[config.mk]
export PLATFORM = sky130hd
export DESIGN_NAME = json_string_unescape_utf8
export DESIGN_NICKNAME = d
export VERILOG_FILES = /design/src/rtl/jsu_pkg.sv /design/src/rtl/json_string_unescape_utf8.sv
export SDC_FILE = /design/constraint.sdc
export NUM_CORES = 1
export LEC_CHECK = 0
export BUFFER_PORTS_ARGS = -buffer_cell sky130_fd_sc_hd__buf_2
export CAP_MARGIN = 20
export CELL_PAD_IN_SITES_DETAIL_PLACEMENT = 0
export CELL_PAD_IN_SITES_GLOBAL_PLACEMENT = 2
export CORE_UTILIZATION = 34
export CTS_BUF_LIST = sky130_fd_sc_hd__clkbuf_8
export CTS_CLUSTER_DIAMETER = 60
export CTS_CLUSTER_SIZE = 25
export DETAILED_ROUTE_END_ITERATION = 12
export PLACE_DENSITY_LB_ADDON = 0.1
export SYNTH_ARGS = -nofsm -noshare
export SYNTH_HDL_FRONTEND = slang
export SYNTH_SLANG_ARGS = --single-unit
[constraint.sdc]
create_clock -name clk -period 3.5 [get_ports clk]
set_clock_uncertainty 0.05 [all_clocks]
set_input_delay 0.7 -clock clk [delete_from_list [all_inputs] [get_ports clk]]
set_output_delay 0.7 -clock clk [all_outputs]
set_load 0.02 [all_outputs]
[src/rtl/jsu_pkg.sv]
package jsu_pkg;

	// result status codes
	localparam logic [2:0] ST_DATA    = 3'd0;
	localparam logic [2:0] ST_CLOSED  = 3'd1;
	localparam logic [2:0] ST_EOF     = 3'd2;
	localparam logic [2:0] ST_BADESC  = 3'd3;
	localparam logic [2:0] ST_NEWLINE = 3'd4;

	// characters the decoder looks for
	localparam logic [15:0] CH_QUOTE = 16'h0022;
	localparam logic [15:0] CH_BSLASH = 16'h005C;
	localparam logic [15:0] CH_SLASH = 16'h002F;
	localparam logic [15:0] CH_LF = 16'h000A;
	localparam logic [15:0] CH_CR = 16'h000D;
	localparam logic [15:0] CH_B = 16'h0062;
	localparam logic [15:0] CH_F = 16'h0066;
	localparam logic [15:0] CH_N = 16'h006E;
	localparam logic [15:0] CH_R = 16'h0072;
	localparam logic [15:0] CH_T = 16'h0074;
	localparam logic [15:0] CH_U = 16'h0075;

	// one output word without its last flag
	typedef struct packed {
		logic [15:0] ch;
		logic [2:0]  st;
	} res_t;

endpackage

[src/rtl/json_string_unescape_utf8.sv]
// channel   handshake            payload
// -------   ------------------   ------------------------------
// in        in_valid / in_stall  in_char[15:0], end_of_input
// out       out_valid/out_stall  out_char[15:0], status[2:0], last
// cfg       cfg_we               cfg_wdata (wide_chars)
//
// One input word is decoded per cycle, while in_stall is low, into a result buffer of three entries.
// Most words give zero or one result, and the next word is taken in the next cycle unless out_stall is high.
// The final hex digit of a \u escape in byte mode gives up to three bytes,
// which drain one per cycle while out_stall is low; input stalls until the last one is being taken.
// arst_n clears the phase, the hex digits, the buffer count and wide_chars.
// A stall on the output only holds the current result; the buffer keeps its words.
module json_string_unescape_utf8 (
	input  logic        clk,
	input  logic        arst_n,
	input  logic        cfg_we,
	input  logic        cfg_wdata,
	input  logic        in_valid,
	output logic        in_stall,
	input  logic [15:0] in_char,
	input  logic        end_of_input,
	output logic        out_valid,
	input  logic        out_stall,
	output logic [15:0] out_char,
	output logic [2:0]  status,
	output logic        last
);

	// phase codes
	localparam logic [2:0] PH_PLAIN = 3'd0;
	localparam logic [2:0] PH_ESC   = 3'd1;
	localparam logic [2:0] PH_HEX1  = 3'd2;
	localparam logic [2:0] PH_HEX2  = 3'd3;
	localparam logic [2:0] PH_HEX3  = 3'd4;
	localparam logic [2:0] PH_HEX4  = 3'd5;

	logic              wide_q;
	logic [2:0]        phase_q;
	logic [11:0]       hex_q;
	jsu_pkg::res_t     buf_q [3];
	logic [1:0]        rd_q;
	logic [1:0]        rem_q;

	logic              in_acc;
	logic              out_acc;
	logic [15:0]       c;
	logic              is_hex;
	logic [3:0]        dig;
	logic [15:0]       code;
	logic [1:0]        n_d;
	jsu_pkg::res_t     r0_d, r1_d, r2_d;
	logic [2:0]        phase_d;
	logic [11:0]       hex_d;
	jsu_pkg::res_t     cur;

	// handshakes
	assign out_valid = (rem_q != 2'd0);
	assign out_acc   = out_valid && !out_stall;
	assign in_stall  = !((rem_q == 2'd0) || ((rem_q == 2'd1) && !out_stall));
	assign in_acc    = in_valid && !in_stall;

	// character as seen in the current mode
	assign c = wide_q ? in_char : {8'h00, in_char[7:0]};

	// hex digit decode
	always_comb begin
		is_hex = 1'b1;
		dig    = 4'd0;
		if ((c >= 16'h0030) && (c <= 16'h0039)) begin
			dig = c[3:0];
		end else if (((c >= 16'h0061) && (c <= 16'h0066)) ||
		             ((c >= 16'h0041) && (c <= 16'h0046))) begin
			dig = c[3:0] + 4'd9;
		end else begin
			is_hex = 1'b0;
		end
	end

	assign code = {hex_q, dig};

	// next state and results for the word on the input
	always_comb begin
		n_d     = 2'd0;
		r0_d    = '0;
		r1_d    = '0;
		r2_d    = '0;
		phase_d = phase_q;
		hex_d   = hex_q;
		if (end_of_input) begin
			n_d     = 2'd1;
			r0_d.st = jsu_pkg::ST_EOF;
			phase_d = PH_PLAIN;
			hex_d   = '0;
		end else begin
			unique case (phase_q) inside
				PH_ESC: begin
					phase_d = PH_PLAIN;
					n_d     = 2'd1;
					case (c) inside
						jsu_pkg::CH_QUOTE, jsu_pkg::CH_BSLASH, jsu_pkg::CH_SLASH: begin
							r0_d.ch = c;
						end
						jsu_pkg::CH_B: r0_d.ch = 16'h0008;
						jsu_pkg::CH_F: r0_d.ch = 16'h000C;
						jsu_pkg::CH_N: r0_d.ch = jsu_pkg::CH_LF;
						jsu_pkg::CH_R: r0_d.ch = jsu_pkg::CH_CR;
						jsu_pkg::CH_T: r0_d.ch = 16'h0009;
						jsu_pkg::CH_U: begin
							n_d     = 2'd0;
							phase_d = PH_HEX1;
							hex_d   = '0;
						end
						default: begin
							r0_d.st = jsu_pkg::ST_BADESC;
							hex_d   = '0;
						end
					endcase
				end
				PH_HEX1, PH_HEX2, PH_HEX3, PH_HEX4: begin
					if (!is_hex) begin
						n_d     = 2'd1;
						r0_d.st = jsu_pkg::ST_BADESC;
						phase_d = PH_PLAIN;
						hex_d   = '0;
					end else if (phase_q != PH_HEX4) begin
						phase_d = phase_q + 3'd1;
						hex_d   = {hex_q[7:0], dig};
					end else begin
						phase_d = PH_PLAIN;
						hex_d   = '0;
						if (code == 16'h0000) begin
							n_d     = 2'd1;
							r0_d.st = jsu_pkg::ST_BADESC;
						end else if (wide_q || (code < 16'h0080)) begin
							n_d     = 2'd1;
							r0_d.ch = code;
						end else if (code < 16'h0800) begin
							// two byte utf-8
							n_d     = 2'd2;
							r0_d.ch = {8'h00, 3'b110, code[10:6]};
							r1_d.ch = {8'h00, 2'b10, code[5:0]};
						end else begin
							// three byte utf-8
							n_d     = 2'd3;
							r0_d.ch = {8'h00, 4'b1110, code[15:12]};
							r1_d.ch = {8'h00, 2'b10, code[11:6]};
							r2_d.ch = {8'h00, 2'b10, code[5:0]};
						end
					end
				end
				default: begin
					// plain phase, unused codes fall here as well
					phase_d = PH_PLAIN;
					if (c == jsu_pkg::CH_QUOTE) begin
						n_d     = 2'd1;
						r0_d.st = jsu_pkg::ST_CLOSED;
						hex_d   = '0;
					end else if (c == jsu_pkg::CH_BSLASH) begin
						phase_d = PH_ESC;
					end else if ((c == jsu_pkg::CH_LF) || (c == jsu_pkg::CH_CR)) begin
						n_d     = 2'd1;
						r0_d.st = jsu_pkg::ST_NEWLINE;
						hex_d   = '0;
					end else begin
						n_d     = 2'd1;
						r0_d.ch = c;
					end
				end
			endcase
		end
	end

	// mode register
	always_ff @(posedge clk or negedge arst_n) begin
		if (!arst_n) begin
			wide_q <= 1'b0;
		end else if (cfg_we) begin
			wide_q <= cfg_wdata;
		end
	end

	// decoder state
	always_ff @(posedge clk or negedge arst_n) begin
		if (!arst_n) begin
			phase_q <= PH_PLAIN;
			hex_q   <= '0;
		end else if (in_acc) begin
			phase_q <= phase_d;
			hex_q   <= hex_d;
		end
	end

	// result buffer control
	always_ff @(posedge clk or negedge arst_n) begin
		if (!arst_n) begin
			rd_q  <= 2'd0;
			rem_q <= 2'd0;
		end else if (in_acc) begin
			rd_q  <= 2'd0;
			rem_q <= n_d;
		end else if (out_acc) begin
			rd_q  <= rd_q + 2'd1;
			rem_q <= rem_q - 2'd1;
		end
	end

	// result buffer words
	always_ff @(posedge clk) begin
		if (in_acc && (n_d != 2'd0)) begin
			buf_q[0] <= r0_d;
			buf_q[1] <= r1_d;
			buf_q[2] <= r2_d;
		end
	end

	// output word select
	always_comb begin
		case (rd_q)
			2'd1:    cur = buf_q[1];
			2'd2:    cur = buf_q[2];
			default: cur = buf_q[0];
		endcase
	end

	assign out_char = cur.ch;
	assign status   = cur.st;
	assign last     = (rem_q == 2'd1);

	// a word is only taken when at most one result is left
	a_accept_room: assert property (@(posedge clk) disable iff (!arst_n)
		(in_valid && !in_stall) |-> (rem_q <= 2'd1))
		else $error("input taken while results still pending");

	// status results always end the burst
	a_status_last: assert property (@(posedge clk) disable iff (!arst_n)
		(out_valid && (status != jsu_pkg::ST_DATA)) |-> last)
		else $error("status result not marked last");

	// status results carry no character
	a_status_zero: assert property (@(posedge clk) disable iff (!arst_n)
		(out_valid && (status != jsu_pkg::ST_DATA)) |-> (out_char == 16'h0000))
		else $error("status result with character");

	// draining a burst walks the buffer in order
	a_drain_order: assert property (@(posedge clk) disable iff (!arst_n)
		(out_valid && !out_stall && !last) |=> (out_valid && (rd_q == $past(rd_q) + 2'd1)))
		else $error("burst drained out of order");

endmodule

After elaboration in Yosys (flattened, before gate mapping). Memory sizes are Yosys's and may differ from the RTL's. Cells that the tools add are included. W data, S select, Z words.

Register bits after elaboration: 20. Bits in writable memories: 57. Input port bits: 23. Logic and storage cells: 163. Memories kept: 1.

Add/subtract/negate cells: 4. Order comparisons: 8. Eq/ne operators: 27. Mux-type cells: 96. Reduce and logical (&&, ||, !) cells: 22.

Memory list: buf_q (depth 3, width 19, read ports 3, clocked after Yosys merged registers in 0, wr ports 3, RTL line json_string_unescape_utf8.sv:40) `jsu_pkg::res_t buf_q [3];`.

Operator list (number): $mux W16 (18); $mux W12 (12); $eq A16 B7 Y1 const B (7); $pmux W19 S2 (2); $mux W8 (7); $mux W3 (18); $mux W19 (2); $mux W2 (19); $eq A16 B4 Y1 const B (2); $eq A16 B6 Y1 const B (2); $ge A16 B7 Y1 const B (2); $le A16 B7 Y1 const B (2); $pmux W12 S2 (1); $ne A3 B3 Y1 const B (7); $ge A16 B6 Y1 const B (1); $le A16 B6 Y1 const B (1); $logic_not A16 Y1 (1); $lt A16 B12 Y1 const B (1); $lt A16 B8 Y1 const B (1); $mux W4 (3); $mux W6 (2); $mux W1 (10); $reduce_and A9 Y1 (1); $logic_and A1 B1 Y1 (7); 19 further kinds (28).

Longest topological paths before layout.
Word-level depth: 18. Depth in mapped cells: 10.

Worst setup path before layout. No wires, ideal clock.

Path type: input -> register. Start point: input port in_char[1]. End point: memory buf_q[0][0] (netlist bit), enable pin. Library setup time: 443 ps. Data arrival time: 4022 ps. Slack: -1015 ps. Stages on the path: 9. Cell sequence: clkbuf_1 -> inv_1 -> ha_1 -> nor4b_1 -> nor4b_1 -> nand4_1 -> nand3_1 -> o21ai_1 -> a31oi_1.

RTL lines: from (decl) (RTL line json_string_unescape_utf8.sv:20) `input logic [15:0] in_char,`; to (decl) (RTL line json_string_unescape_utf8.sv:40).

==> reports/results.txt <==
On the final layout, the worst hold slack is 302 ps. The worst reg-to-reg path cell count is 8, and the worst vdd rail ir drop is 0.240 mV. The maximum root-to-sink buffer count is 2. In this run, the number of DRC markers left after iteration 0 of detailed routing was 179. In this run, synthesis inferred 33 flip-flops with an integrated enable. Global routing finished with a remaining overflow of 0.

Global routing consumed, over all layers together, 19.7% of the routing resources. At the end of the flow, the number of nets in the layout was 438. In the final layout, the multi-input gates occupy 1860 um^2.

The number of nets in the synthesized netlist is 396. The logs give 1490 um^2 for the register cell area after layout and 0 for the count of nets left with antenna violations after detail routing. Measured along the y axis, the die boundary spans 104 um. The final setup slack of the worst path came out at 292 ps. After layout, the worst path uses 91.7% of the clock period. For the worst-skew pair, the clock arrives at the later sink with an insertion delay of 310 ps.

For the number of buffers added for setup after CTS, the log shows 0. The library cell used most frequently in the layout, excluding fill and tap cells, is sky130_fd_sc_hd__buf_2. Setup repair after global routing left no endpoint under its margin.

The tools report the final cell area excluding filler cells as 4030 um^2. Total length of routed wires: 10400 um. The number of global-route vias before repair came out at 2971.

In the routed layout, each cell is associated on average with a via count of 5.65. The run finished with clean final reports. Summing over every cut layer, the via total after detailed routing is 3056.

TritonCTS built the clock tree. For the number of instances resized during post-cts repair, the log shows 0. Remaining max-slew budget at the tightest pin: 45.3%.

At the pin with the least slew margin, the transition time is 820 ps. The tools report the type of origin of the critical path as a primary input. The tools report the master cell of the clock root buffer as sky130_fd_sc_hd__clkbuf_8. The CTS clock-pin slew for the worst setup and hold paths was 100 ps. The worst setup slack after placement is 28.2 ps, and the H-tree level count is 2. For the area of the die, the log shows 10800 um^2. The post-synthesis cell type with the largest combined area is sky130_fd_sc_hd__edfxtp_1. The tools report the required arrival time at the worst endpoint as 3510 ps. In this run, synthesis produced a sequential element count of 53. The number of slew-limit violations in the final report is 0, and the cell area power density is 591 nW/um^2. The first global-routing pass estimated 16900 um of wire.

Summed over its instances, the top area cell type makes up 28.1% of the synthesized netlist area. Once placement finished, the instance area stood at 3950 um^2. In this run the core area contains 36 standard-cell rows. The initial antenna violation count is 0, and the largest net degree at the start of global routing is 34.

In the layout the commonest cells are sky130_fd_sc_hd__buf_2 (44), sky130_fd_sc_hd__edfxtp_1 (33), sky130_fd_sc_hd__nand2_1 (24), sky130_fd_sc_hd__inv_1 (23), sky130_fd_sc_hd__dfrtp_1 (20). The class of the most critical hold timing path is in2async. The initial core utilization is 35.6%, and the largest driver fanout on the critical path is 33. The portion of the post-synthesis area used by sequential elements is 42.3%, and the final total power is 2.38 mW. The worst setup path category is in2reg.

Synthesis instantiated 69 different standard cells from the library. After layout, the minimum clock period comes to 3210 ps. Synthesis produced 365 cells. The first TritonRoute pass finished after 4 iterations. The die is 104 um wide.

Across the run, the number of max-cap violations was 0. The clock sink count is 53. The number of inserted filler cells in the final layout came out at 1019. The most used flip-flop cell after synthesis is sky130_fd_sc_hd__edfxtp_1. The number of buffer cells added on primary ports is 44. After routing, the total negative slack on setup checks comes to 0 ps.

After detailed routing, the number of remaining DRC violations is 0. The post-synthesis average cell area is 9.66 um^2, and the number of warnings printed during yosys synthesis is 0. At the end of routability-driven placement, the weighted congestion stood at 0.819.

The count of hold buffers inserted by post-cts repair is 0, and the number of failing hold endpoints at the final stage is 0. After floorplanning, the core was sized to cover 9910 um^2. The post-synthesis instance area was 3520 um^2. Cells with a size suffix above 1 make up 21.1% of the layout. Clock tree synthesis inserted a total of 5 buffers. The average wire per standard cell was 19.2 um. The number of antenna cells inserted is 0, and the share of flip-flops with an asynchronous set or reset is 37.7%.

Data arrives at the worst endpoint at 3220 ps. Yosys attributes the largest share of cell area to sky130_fd_sc_hd__edfxtp_1 (28%), sky130_fd_sc_hd__dfrtp_1 (14%), sky130_fd_sc_hd__ha_1 (2.8%). Once detailed placement completed, the half-perimeter wirelength came to 7750 um. The category of the worst setup path capture point was a flip-flop.

Based on the critical path, the design can be clocked at up to 312 MHz. Setup violations remaining at the end of the flow were counted as 0. 45 I/O pins were placed. In this run the static leakage power is 1.55 nW. The area growth from synthesis to final layout was 14.4%.
==> sequential cells by signal, indices dropped and copies added, names as in the netlist <==
| register | cells |
|---|---|
| buf_q | 33 |
| hex_q | 12 |
| phase_q | 3 |
| rd_q | 2 |
| rem_q | 2 |
| wide_q | 1 |
==> worst max-delay path, cell delays in order <==
cell,delay (ps)
sky130_fd_sc_hd__buf_2,180
sky130_fd_sc_hd__inv_1,130
sky130_fd_sc_hd__ha_1,280
sky130_fd_sc_hd__nor4b_1,180
sky130_fd_sc_hd__nor4b_1,430
sky130_fd_sc_hd__nand4_1,320
sky130_fd_sc_hd__and3_4,290
sky130_fd_sc_hd__a31oi_1,340
sky130_fd_sc_hd__a31oi_4,150
sky130_fd_sc_hd__buf_12,200
==> cell families after synthesis <==
| group | share of synthesized area, % |
|---|---|
| AOI/OAI and AO/OA | 24.9 |
| buffers and inverters | 5.40 |
| and+or+nand+nor | 20.6 |
| xor gates and xnor gates | 0.746 |
| DFF | 42.3 |
| muxes | 3.19 |
| adders and majority gates | 2.84 |
==> path summary, 6_finish.rpt <==
kind                            startpoint           to  slack, ps
max in group asynchronous           arst_n     hex_q[2]       2760
min in group clk                   rd_q[1]      rd_q[1]        480
worst max register to register    hex_q[3]  buf_q[0][8]        790
worst min-delay path                arst_n     hex_q[6]        300
worst max-delay path            in_char[0]  buf_q[0][8]        290
worst min register to register     rd_q[1]      rd_q[1]        480
==> final cells by class <==
cell class | count | area share (%)
repair buffers | 59 | 8.56
clock buffers | 5 | 1.71
flip-flops and latches | 53 | 37.0
multi-input cells | 266 | 46.1
well taps | 133 | 4.13
clock inverters | 3 | 0.465
inverters | 22 | 2.05
==> layer usage <==
| metal | vias to the layer above | routed length (um) | track usage, % |
|---|---|---|---|
| met4 | 0 | 182 | 5.10 |
| met2 | 76 | 4810 | 31.6 |
| met3 | 12 | 315 | 1.76 |
| li1 | 1486 | - | - |
| met1 | 1482 | 5060 | 28.5 |
| met5 | - | 0 | 0 |
==> Yosys cell counts, drive strengths merged (3+ instances only) <==
| cell type | instances |
|---|---|
| edfxtp | 33 |
| or4 | 4 |
| nor2 | 19 |
| a22o | 8 |
| nor4b | 3 |
| o21a | 3 |
| a2111oi | 5 |
| nor4 | 4 |
| nand2b | 5 |
| a21oi | 17 |
| ha | 8 |
| nand3 | 12 |
| o2bb2ai | 6 |
| a211oi | 7 |
| mux2i | 9 |
| nor3b | 5 |
| a22oi | 11 |
| nor3 | 12 |
| nor2b | 3 |
| dfrtp | 20 |
| nand2 | 25 |
| and2 | 15 |
| nand4 | 5 |
| clkbuf | 20 |
| buf | 4 |
| a31oi | 9 |
| o211ai | 9 |
| inv | 22 |
| o22ai | 4 |
| o21ai | 17 |
| and3 | 8 |
==> stage by stage <==
step | util (%) | instances
after detailed placement | 39.8 | 533
after global placement | 39.8 | 533
final | 40.7 | 541
after floorplan | - | 365
after CTS | 40.7 | 541
after global routing | 40.7 | 541
==> where the power goes <==
| group | switching (mW) | internal (mW) |
|---|---|---|
| clock | 0.206 | 0.139 |
| sequential | 0.0584 | 0.805 |
| combinational | 0.781 | 0.393 |
Note: power is estimated with default switching activity, not from simulation.
